[config.mk]
export PLATFORM = sky130hd
export DESIGN_NAME = pdst_ctrl
export DESIGN_NICKNAME = d
export VERILOG_FILES = /design/src/rtl/core/pdst_pkg.sv /design/src/rtl/core/pdst_ctrl.sv
export SDC_FILE = /design/constraint.sdc
export NUM_CORES = 1
export LEC_CHECK = 0
export BUFFER_PORTS_ARGS = -buffer_cell sky130_fd_sc_hd__buf_2
export CORE_AREA = 3 3 40 42
export CTS_CLUSTER_DIAMETER = 30
export CTS_CLUSTER_SIZE = 8
export DETAILED_ROUTE_END_ITERATION = 8
export DIE_AREA = 0 0 43 45
export PLACE_DENSITY = 0.67
export SLEW_MARGIN = 10
export SYNTH_ARGS = -nofsm -noshare
export SYNTH_HDL_FRONTEND = slang
export SYNTH_SLANG_ARGS = --single-unit
[constraint.sdc]
create_clock -name i_clk -period 3.6 [get_ports i_clk]
set_clock_uncertainty 0.2 [all_clocks]
set_input_delay 0.36 -clock i_clk [delete_from_list [all_inputs] [get_ports i_clk]]
set_output_delay 0.36 -clock i_clk [all_outputs]
set_load 0.01 [all_outputs]
[src/rtl/core/pdst_pkg.sv]
// shared types and constants for the per-device send throttle
`timescale 1ns / 1ps

package pdst_pkg;

    // field widths of the stream words
    localparam int REQ_W      = 2;
    localparam int DEV_ID_W   = 8;
    localparam int IFACE_W    = 2;
    localparam int LIMIT_W    = 8;
    localparam int COUNT_W    = 8;
    localparam int PLEN_W     = 16;
    localparam int SP_W       = 16;
    localparam int TICKS_W    = 16;
    localparam int IN_DATA_W  = 40;
    localparam int OUT_DATA_W = 8;

    // interfaces that a learn may name
    localparam int NUM_IFACES = 4;

    // divider: 17-bit dividend covers phase + 1, 16-bit divisor
    localparam int DIV_W = 17;
    localparam int DVS_W = 16;

    localparam logic [SP_W-1:0]    SCHED_PERIOD_RST = 16'd100;
    localparam logic [COUNT_W-1:0] COUNT_MAX        = 8'hFF;

    // request kinds carried in tuser
    typedef enum logic [REQ_W-1:0] {
        REQ_TICK  = 2'd0,
        REQ_SEND  = 2'd1,
        REQ_LEARN = 2'd2,
        REQ_SET   = 2'd3
    } t_req;

    typedef enum logic [2:0] {
        ST_CLEAR,
        ST_IDLE,
        ST_EXEC,
        ST_DIV,
        ST_DONE,
        ST_SW_RD,
        ST_SW_EX,
        ST_SW_DIV
    } t_state;

    // one device entry of the state memory
    typedef struct packed {
        logic                 mark;
        logic                 route_valid;
        logic [IFACE_W-1:0]   route_iface;
        logic [LIMIT_W-1:0]   limit;
        logic [COUNT_W-1:0]   count;
        logic [TICKS_W-1:0]   period;
        logic [TICKS_W-1:0]   phase;
    } t_entry;

    // latched input word
    typedef struct packed {
        t_req                req;
        logic [DEV_ID_W-1:0] dev;
        logic [IFACE_W-1:0]  iface;
        logic [LIMIT_W-1:0]  limit;
        logic [PLEN_W-1:0]   plen;
    } t_item;

    // controller to datapath
    typedef struct packed {
        logic load_item;
        logic rd_input;
        logic rd_sweep;
        logic wr_item;
        logic wr_sweep;
        logic wr_clear;
        logic div_start;
        logic div_mod;
        logic idx_clr;
        logic idx_inc;
        logic push;
        logic wake_clr;
    } t_cmd;

    // datapath to controller
    typedef struct packed {
        t_req req;
        logic dev_ok;
        logic div_done;
        logic need_mod;
        logic idx_last;
        logic out_free;
    } t_stat;

endpackage

[src/rtl/core/pdst_ctrl.sv]
// controller state machine: clearing pass, request sequencing and tick sweep
`timescale 1ns / 1ps

module pdst_ctrl (
    input  logic                       i_clk,
    input  logic                       i_rst_n,
    input  logic                       i_in_valid,
    output logic                       o_in_ready,
    input  logic [pdst_pkg::REQ_W-1:0] i_in_req,
    input  pdst_pkg::t_stat            i_stat,
    output pdst_pkg::t_cmd             o_cmd
);

    pdst_pkg::t_state r_state;
    pdst_pkg::t_state n_state;
    logic             accept;

    assign o_in_ready = (r_state == pdst_pkg::ST_IDLE);
    assign accept     = i_in_valid && o_in_ready;

    always_ff @(posedge i_clk) begin
        if (!i_rst_n) begin
            r_state <= pdst_pkg::ST_CLEAR;
        end else begin
            r_state <= n_state;
        end
    end

    // next state
    always_comb begin
        n_state = r_state;
        case (r_state)
            pdst_pkg::ST_CLEAR: begin
                if (i_stat.idx_last) n_state = pdst_pkg::ST_IDLE;
            end
            pdst_pkg::ST_IDLE: begin
                if (accept) begin
                    n_state = (pdst_pkg::t_req'(i_in_req) == pdst_pkg::REQ_TICK)
                              ? pdst_pkg::ST_SW_RD : pdst_pkg::ST_EXEC;
                end
            end
            pdst_pkg::ST_EXEC: begin
                if ((i_stat.req == pdst_pkg::REQ_SET) && i_stat.dev_ok) begin
                    n_state = pdst_pkg::ST_DIV;
                end else if (i_stat.out_free) begin
                    n_state = pdst_pkg::ST_IDLE;
                end else begin
                    n_state = pdst_pkg::ST_DONE;
                end
            end
            pdst_pkg::ST_DIV: begin
                if (i_stat.div_done) n_state = pdst_pkg::ST_DONE;
            end
            pdst_pkg::ST_DONE: begin
                if (i_stat.out_free) n_state = pdst_pkg::ST_IDLE;
            end
            pdst_pkg::ST_SW_RD: begin
                n_state = pdst_pkg::ST_SW_EX;
            end
            pdst_pkg::ST_SW_EX: begin
                if (i_stat.need_mod) begin
                    n_state = pdst_pkg::ST_SW_DIV;
                end else begin
                    n_state = i_stat.idx_last ? pdst_pkg::ST_DONE : pdst_pkg::ST_SW_RD;
                end
            end
            pdst_pkg::ST_SW_DIV: begin
                if (i_stat.div_done) begin
                    n_state = i_stat.idx_last ? pdst_pkg::ST_DONE : pdst_pkg::ST_SW_RD;
                end
            end
            default: begin
                n_state = pdst_pkg::ST_IDLE;
            end
        endcase
    end

    // commands
    always_comb begin
        o_cmd = '0;
        case (r_state)
            pdst_pkg::ST_CLEAR: begin
                o_cmd.wr_clear = 1'b1;
                o_cmd.idx_inc  = !i_stat.idx_last;
                o_cmd.idx_clr  = i_stat.idx_last;
            end
            pdst_pkg::ST_IDLE: begin
                o_cmd.load_item = accept;
                o_cmd.rd_input  = accept;
                o_cmd.wake_clr  = accept;
            end
            pdst_pkg::ST_EXEC: begin
                if ((i_stat.req == pdst_pkg::REQ_SET) && i_stat.dev_ok) begin
                    o_cmd.div_start = 1'b1;
                end else if (i_stat.out_free) begin
                    o_cmd.wr_item = 1'b1;
                    o_cmd.push    = 1'b1;
                end
            end
            pdst_pkg::ST_DIV: begin
                o_cmd.div_mod = 1'b0;
            end
            pdst_pkg::ST_DONE: begin
                o_cmd.wr_item = i_stat.out_free;
                o_cmd.push    = i_stat.out_free;
            end
            pdst_pkg::ST_SW_RD: begin
                o_cmd.rd_sweep = 1'b1;
            end
            pdst_pkg::ST_SW_EX: begin
                o_cmd.div_mod = 1'b1;
                if (i_stat.need_mod) begin
                    o_cmd.div_start = 1'b1;
                end else begin
                    o_cmd.wr_sweep = 1'b1;
                    o_cmd.idx_inc  = !i_stat.idx_last;
                    o_cmd.idx_clr  = i_stat.idx_last;
                end
            end
            pdst_pkg::ST_SW_DIV: begin
                o_cmd.div_mod = 1'b1;
                if (i_stat.div_done) begin
                    o_cmd.wr_sweep = 1'b1;
                    o_cmd.idx_inc  = !i_stat.idx_last;
                    o_cmd.idx_clr  = i_stat.idx_last;
                end
            end
            default: begin
                o_cmd = '0;
            end
        endcase
    end

endmodule

==> results of run 1 <==
[layout make-up]
cell class              instances  area share [%]
multi-input cells              41            52.0
inverters                       4            3.00
repair buffers                 24            24.0
well taps                      15            3.75
flip-flops and latches          3            12.0
clock buffers                   4            5.25
[where the power goes]
| part | switching [uW] | internal (uW) |
|---|---|---|
| registers | 15.2 | 38.0 |
| clock network | 16.0 | 41.4 |
| logic | 40.8 | 39.4 |
| total | 72.0 | 119 |
[kinds of logic (layout without fill, tap and decap cells)]
| family | after synthesis | count (layout) | share of synthesized area [%] |
|---|---|---|---|
| flip-flops | 3 | 3 | 15.8 |
| buffers and inverters | 10 | 32 | 15.5 |
| AO/OA/AOI/OAI | 13 | 13 | 24.8 |
| AND/OR/NAND/NOR | 26 | 26 | 38.6 |
| multiplexers | 2 | 2 | 5.28 |
[final timing paths]
path                            startpoint  slack (ns)         end  cells after the start
worst max register to register  r_state[2]        1.95  r_state[0]                      4
worst min-delay path               i_rst_n        0.21  r_state[2]                      3
worst max-delay path            r_state[0]        1.51    o_cmd[3]                      5
worst min register to register  r_state[2]        0.45  r_state[2]                      2
[metrics by stage]
step / utilization (%) / area (um^2) / cells / setup WS, ns / hold WS, ns
after CTS: 38.9 / 500 / 91 / 1.50 / 0.206
after global placement: 36.9 / 474 / 87 / 1.81 / 0.423
after detailed placement: 36.9 / 474 / 87 / 1.76 / 0.439
after floorplan: - / 379 / 54 / 1.79 / 0.291
final: 38.9 / 500 / 91 / 1.51 / 0.210
after global routing: 38.9 / 500 / 91 / 1.37 / 0.218
[worst max-delay path, cell delays in order (launching register included)]
cell and delay (ns):
sky130_fd_sc_hd__dfxtp_1 0.58, sky130_fd_sc_hd__and2b_1 0.26, sky130_fd_sc_hd__nor3b_2 0.18, sky130_fd_sc_hd__nor2_1 0.07
sky130_fd_sc_hd__nor2_1 0.08, sky130_fd_sc_hd__buf_2 0.13
[metal layers]
layer	up-vias	track usage [%]	routed length, um
met1	201	12.2	431
met3	0	4.38	62
met4	0	1.81	0
met2	12	19.2	493
li1	230	-	-
met5	-	0	0
[cells in the final DEF (no fill, tap or decap), types with 3 or more instances in the layout]
| cell | instances |
|---|---|
| sky130_fd_sc_hd__clkbuf_4 | 3 |
| sky130_fd_sc_hd__inv_1 | 4 |
| sky130_fd_sc_hd__o21ai_0 | 3 |
| sky130_fd_sc_hd__nor3_1 | 3 |
| sky130_fd_sc_hd__nor2_1 | 7 |
| sky130_fd_sc_hd__buf_2 | 24 |
| sky130_fd_sc_hd__nand2_1 | 4 |
| sky130_fd_sc_hd__dfxtp_1 | 3 |
==> summary.txt, run 1 <==
Place
  – Port Buffer Count: 24
  – DP HPWL: 800 um
  – GPL Wtd Cong: 0.769

Layout
  – Fill cells: 155
  – Top flop regs: r_state x3
  – N_diodes: 0
  – Seq. cell area: 60.1 um^2
  – Count of nets after finishing: 89
  – Area grow syn2layout: 32.0%
  – Register containing the most flip-flops in the final layout: r_state
  – Multi-input gate area in the final layout: 260 um^2
  – Proportion of layout cells with a drive suffix above 1: 38.2%
  – Max FFs per register: 3

Setup path
  – Worst Path Max Fanout: 15
  – Kind of end point of the critical path: output port
  – Launching element type of the critical path: register
  – Critical Setup Path Class: reg2out
  – Required time of the critical path: 3.04 ns
  – Data arrival, critical path: 1.53 ns

Logic synthesis
  – Netlist area before placement: 379 um^2
  – Cell type contributing the most total cell area after synthesis: sky130_fd_sc_hd__dfxtp_1
  – Number of different library cells in the post-synthesis netlist: 26
  – Most frequent cells after synthesis: sky130_fd_sc_hd__nor2_1, sky130_fd_sc_hd__inv_1, sky130_fd_sc_hd__nand2_1
  – Cell with the most instances after synthesis: sky130_fd_sc_hd__nor2_1
  – Synthesized net count: 66
  – Synth area leaders: sky130_fd_sc_hd__dfxtp_1, sky130_fd_sc_hd__nor2_1, sky130_fd_sc_hd__buf_4
  – Most used DFF post-synth: sky130_fd_sc_hd__dfxtp_1
  – Count of flip-flops with a built-in enable after synthesis: 0
  – Mean post-synth cell area: 7.02 um^2
  – Instance count of the mapped netlist: 54
  – Portion of synthesized cell area occupied by the leading cell type: 15.8%
  – Async set-reset flop share out of synthesis: 0%
  – Number of synthesized register bits: 3
  – Warnings from Yosys: 0
  – Sequential fraction of the synthesis area: 15.8%

Timing
  – Post-layout minimum cycle time: 2.09 ns
  – Worst slew pin tran: 0.444 ns
  – Number of pins exceeding their max-slew limit in the final report: 0
  – Fin. Hold Viols: 0
  – Final worst path period share: 58.2%
  – Maximum operating frequency: 0.477 GHz
  – Setup TNS: 0 ns
  – Rel. slew slack: 70.4%
  – Setup violation total in the final timing report: 0
  – Setup repair after global routing missed its margin: false

Drt
  – Detailed-route vias per instance: 4.87
  – Total length of routed wires: 986 um
  – Count of TritonRoute iterations in the first routing pass: 4
  – Routed vias: 443
  – DRC violation total after the first TritonRoute iteration: 4
  – Routed len/inst: 10.8 um
  – DRC errors left: 0
  – Count of antenna-violating nets left after detailed routing: 0

Global routing
  – Vias in the first global route: 390
  – Wire length of the first global-routing pass: 1610 um
  – Pin count of the biggest net entering global routing: 16
  – Overall global routing resource usage: 10.7%
  – Global-route congestion overflow total: 0
  – Number of antenna violations at the first check in global routing: 0

Clock tree
  – Clock Root Buffer: sky130_fd_sc_hd__clkbuf_4
  – Clock buffers created by TritonCTS: 3
  – Clock input transition at the sequential cells of the worst setup and hold paths: 0.04 ns
  – H-tree level count: 1
  – CTS sink count: 3
  – Clock tree buffer depth: 2
  – Clock Latency Late Sink: 0.23 ns
  – TritonCTS clock tree: done
  – Post-cts resize count: 0
  – Hold-fix buffers, CTS: 0
  – Post CTS Setup Buffer Count: 0

Floorplan
  – Top-Level Pins: 25
  – Starting Density: 29.5%
  – DIE HEIGHT: 45 um
  – Width of the chip: 43 um
  – Core box area: 0.00128 mm^2
  – Overall die area: 0.00194 mm^2
  – Number of core rows: 13

Status
  – Status: complete, no violations

Run
  – Number of max-cap violations: 0

Pwr
  – Maximum ir drop on the vdd rail: 0.243 mV
  – Overall Power: 191 uW
  – Power density over the cells: 381 mW/mm^2
  – Leakage power: 0.000269 uW

Min path
  – Path category of the worst min-delay check: in2reg
No activity file was read; power rests on OpenSTA's default activity.
==> run 2: changes to the inputs <==
--- a/config.mk
+++ b/config.mk
@@ -11,7 +11,7 @@
 export CTS_CLUSTER_SIZE = 8
 export DETAILED_ROUTE_END_ITERATION = 8
 export DIE_AREA = 0 0 43 45
-export PLACE_DENSITY = 0.67
+export PLACE_DENSITY = 0.69
 export SLEW_MARGIN = 10
 export SYNTH_ARGS = -nofsm -noshare
 export SYNTH_HDL_FRONTEND = slang
==> constraint.sdc (replaced) <==
create_clock -name i_clk -period 1.8 [get_ports i_clk]
set_clock_uncertainty 0.2 [all_clocks]
set_input_delay 0.18 -clock i_clk [delete_from_list [all_inputs] [get_ports i_clk]]
set_output_delay 0.18 -clock i_clk [all_outputs]
set_load 0.01 [all_outputs]
==> run 2 against run 1 <==
Against the previous run:
- worst hold slack got worse by 0.20 ns
- first-iteration DRC count increased to 2.5 times the previous value
- highest routed layer is now met4
- routed wire length decreased by 5.2%
==> summary.txt, run 2 (synthesis gave the netlist of run 1 again) <==
Layout
  – Max FFs per register: 3
  – Final design instance area without fill: 532 um^2
  – Top flop regs: r_state x3
  – Most common cell after layout, fill and taps aside: sky130_fd_sc_hd__buf_2
  – Count of non-filler cells in the finished layout: 94
  – N_diodes: 0
  – Register containing the most flip-flops in the final layout: r_state
  – Area grow syn2layout: 40.3%
  – Most frequent cells in the layout: sky130_fd_sc_hd__buf_2, sky130_fd_sc_hd__nor2_1, sky130_fd_sc_hd__inv_1, sky130_fd_sc_hd__nand2_1
  – Count of nets after finishing: 92
  – Proportion of layout cells with a drive suffix above 1: 45.6%

Run
  – Number of max-cap violations: 0

Setup path
  – Launching element type of the critical path: register
  – Required time of the critical path: 1.42 ns
  – Reg2reg start: r_state[0]
  – Data arrival, critical path: 1.31 ns
  – Kind of end point of the critical path: output port
  – Flop2flop setup slack: 0.38 ns
  – Worst Path Max Fanout: 8
  – Capture point of the worst reg-to-reg path: r_state[0]
  – Critical Setup Path Class: reg2out
  – Depth of the worst register-to-register path: 4
  – Critical path startpoint: r_state[0]

Pwr
  – Overall Power: 401 uW
  – Switching Share: 37.1%
  – Reg power frac: 23.8%
  – Power density over the cells: 753 mW/mm^2
  – Maximum ir drop on the vdd rail: 0.274 mV
  – Logic gate share of total power: 46.5%
  – Switching power of the nets: 149 uW
  – Clock share of power: 29.7%
  – Leakage power: 0.000288 uW
  – Int Pwr: 252 uW

Min path
  – Hold-critical path endpoint: r_state[2]
  – Hold Path Cell Cnt: 3
  – Path category of the worst min-delay check: in2reg
  – Launch instance of the worst min-delay path: i_rst_n

Timing
  – Setup repair after global routing missed its margin: false
  – Worst hold-check slack: 0.0145 ns
  – Number of pins exceeding their max-slew limit in the final report: 0
  – Post-layout minimum cycle time: 1.69 ns
  – Fin. Hold Viols: 0
  – Maximum operating frequency: 0.592 GHz
  – Final worst path period share: 93.8%
  – Setup TNS: 0 ns
  – Rel. slew slack: 79.5%
  – Worst slew pin tran: 0.304 ns
  – Setup violation total in the final timing report: 0

Floorplan
  – DIE HEIGHT: 45 um
  – Number of core rows: 13
  – Starting Density: 29.5%
  – Top-Level Pins: 25
  – Core box area: 0.00128 mm^2
  – Width of the chip: 43 um
  – Overall die area: 0.00194 mm^2

Clock tree
  – Clock tree buffer depth: 2
  – Clock Latency Late Sink: 0.23 ns
  – CTS sink count: 3
  – TritonCTS clock tree: done
  – Hold-fix buffers, CTS: 0
  – H-tree level count: 1
  – Clock buffers created by TritonCTS: 3
  – Clock input transition at the sequential cells of the worst setup and hold paths: 0.04 ns
  – Post CTS Setup Buffer Count: 0
  – Clock Root Buffer: sky130_fd_sc_hd__clkbuf_4

Place
  – DP HPWL: 797 um
  – Cell area after placement: 497 um^2
  – Port Buffer Count: 24
  – Cell Count Post-Placement: 90
  – GPL Wtd Cong: 0.777

Drt
  – DRC errors left: 0
  – Routed len/inst: 9.95 um
  – Routed vias: 444
  – Count of TritonRoute iterations in the first routing pass: 3
  – Total length of routed wires: 935 um
  – DRC violation total after the first TritonRoute iteration: 10
  – Count of antenna-violating nets left after detailed routing: 0
  – Detailed-route vias per instance: 4.72

Global routing
  – Number of antenna violations at the first check in global routing: 0
  – Vias in the first global route: 392
  – Wire length of the first global-routing pass: 1520 um
  – Pin count of the biggest net entering global routing: 10
  – Overall global routing resource usage: 10.2%
  – Global-route congestion overflow total: 0

Status
  – Status: complete, no violations
## run 2: cell type report
cell class	count	area [um^2]
Fill cell	144	753
Multi-Input combinational cell	41	265
Timing Repair Buffer	27	143
Sequential cell	3	63.8
Clock buffer	4	26.3
Tap cell	15	18.8
Inverter	4	15.0
## run 2: worst max path at each step
stage	endpoint	cells past startpoint	slack, ns
detailed placement	o_cmd[2]	5	0.29
floorplan	o_cmd[8]	4	0.17
global placement	o_cmd[2]	5	0.35
CTS	o_cmd[2]	5	0.02
global route	o_cmd[2]	5	0.02
finish	o_cmd[2]	5	0.11
## run 2: what timing repair did
item | 4_1_cts | 5_1_grt
gates resized for setup | 0 | 4
setup endpoints to repair | 0 | 4
hold endpoints to repair | 0 | 0
## run 2: power by group through the flow
stage	registers [uW]	clock network, uW	logic (uW)
after floorplan	85.2	0	142
after global placement	91.7	0	186
after detailed placement	93.0	0	186
after CTS	92.2	125	187
after global routing	98.8	125	209
final	95.4	119	186
## run 2: worst max-delay path, stage by stage (launching register included)
cell,delay [ns]
sky130_fd_sc_hd__dfxtp_2,0.39
sky130_fd_sc_hd__and2b_1,0.21
sky130_fd_sc_hd__nor3b_2,0.18
sky130_fd_sc_hd__nor2_1,0.08
sky130_fd_sc_hd__nor2_1,0.09
sky130_fd_sc_hd__buf_2,0.13
## run 2: through the flow
step	setup slack, ns	util (%)
finish	0.112	41.4
detailed placement	0.286	38.7
global placement	0.346	38.7
global route	0.0183	41.4
CTS	0.0170	40.7
floorplan	0.166	-
## run 2: routing by layer
layer / up-vias / track usage, % / wire length (um)
li1: 235 / - / -
met1: 196 / 11.8 / 376
met2: 11 / 16.5 / 471
met3: 2 / 2.39 / 70
met4: 0 / 7.23 / 17
met5: - / 0 / 0
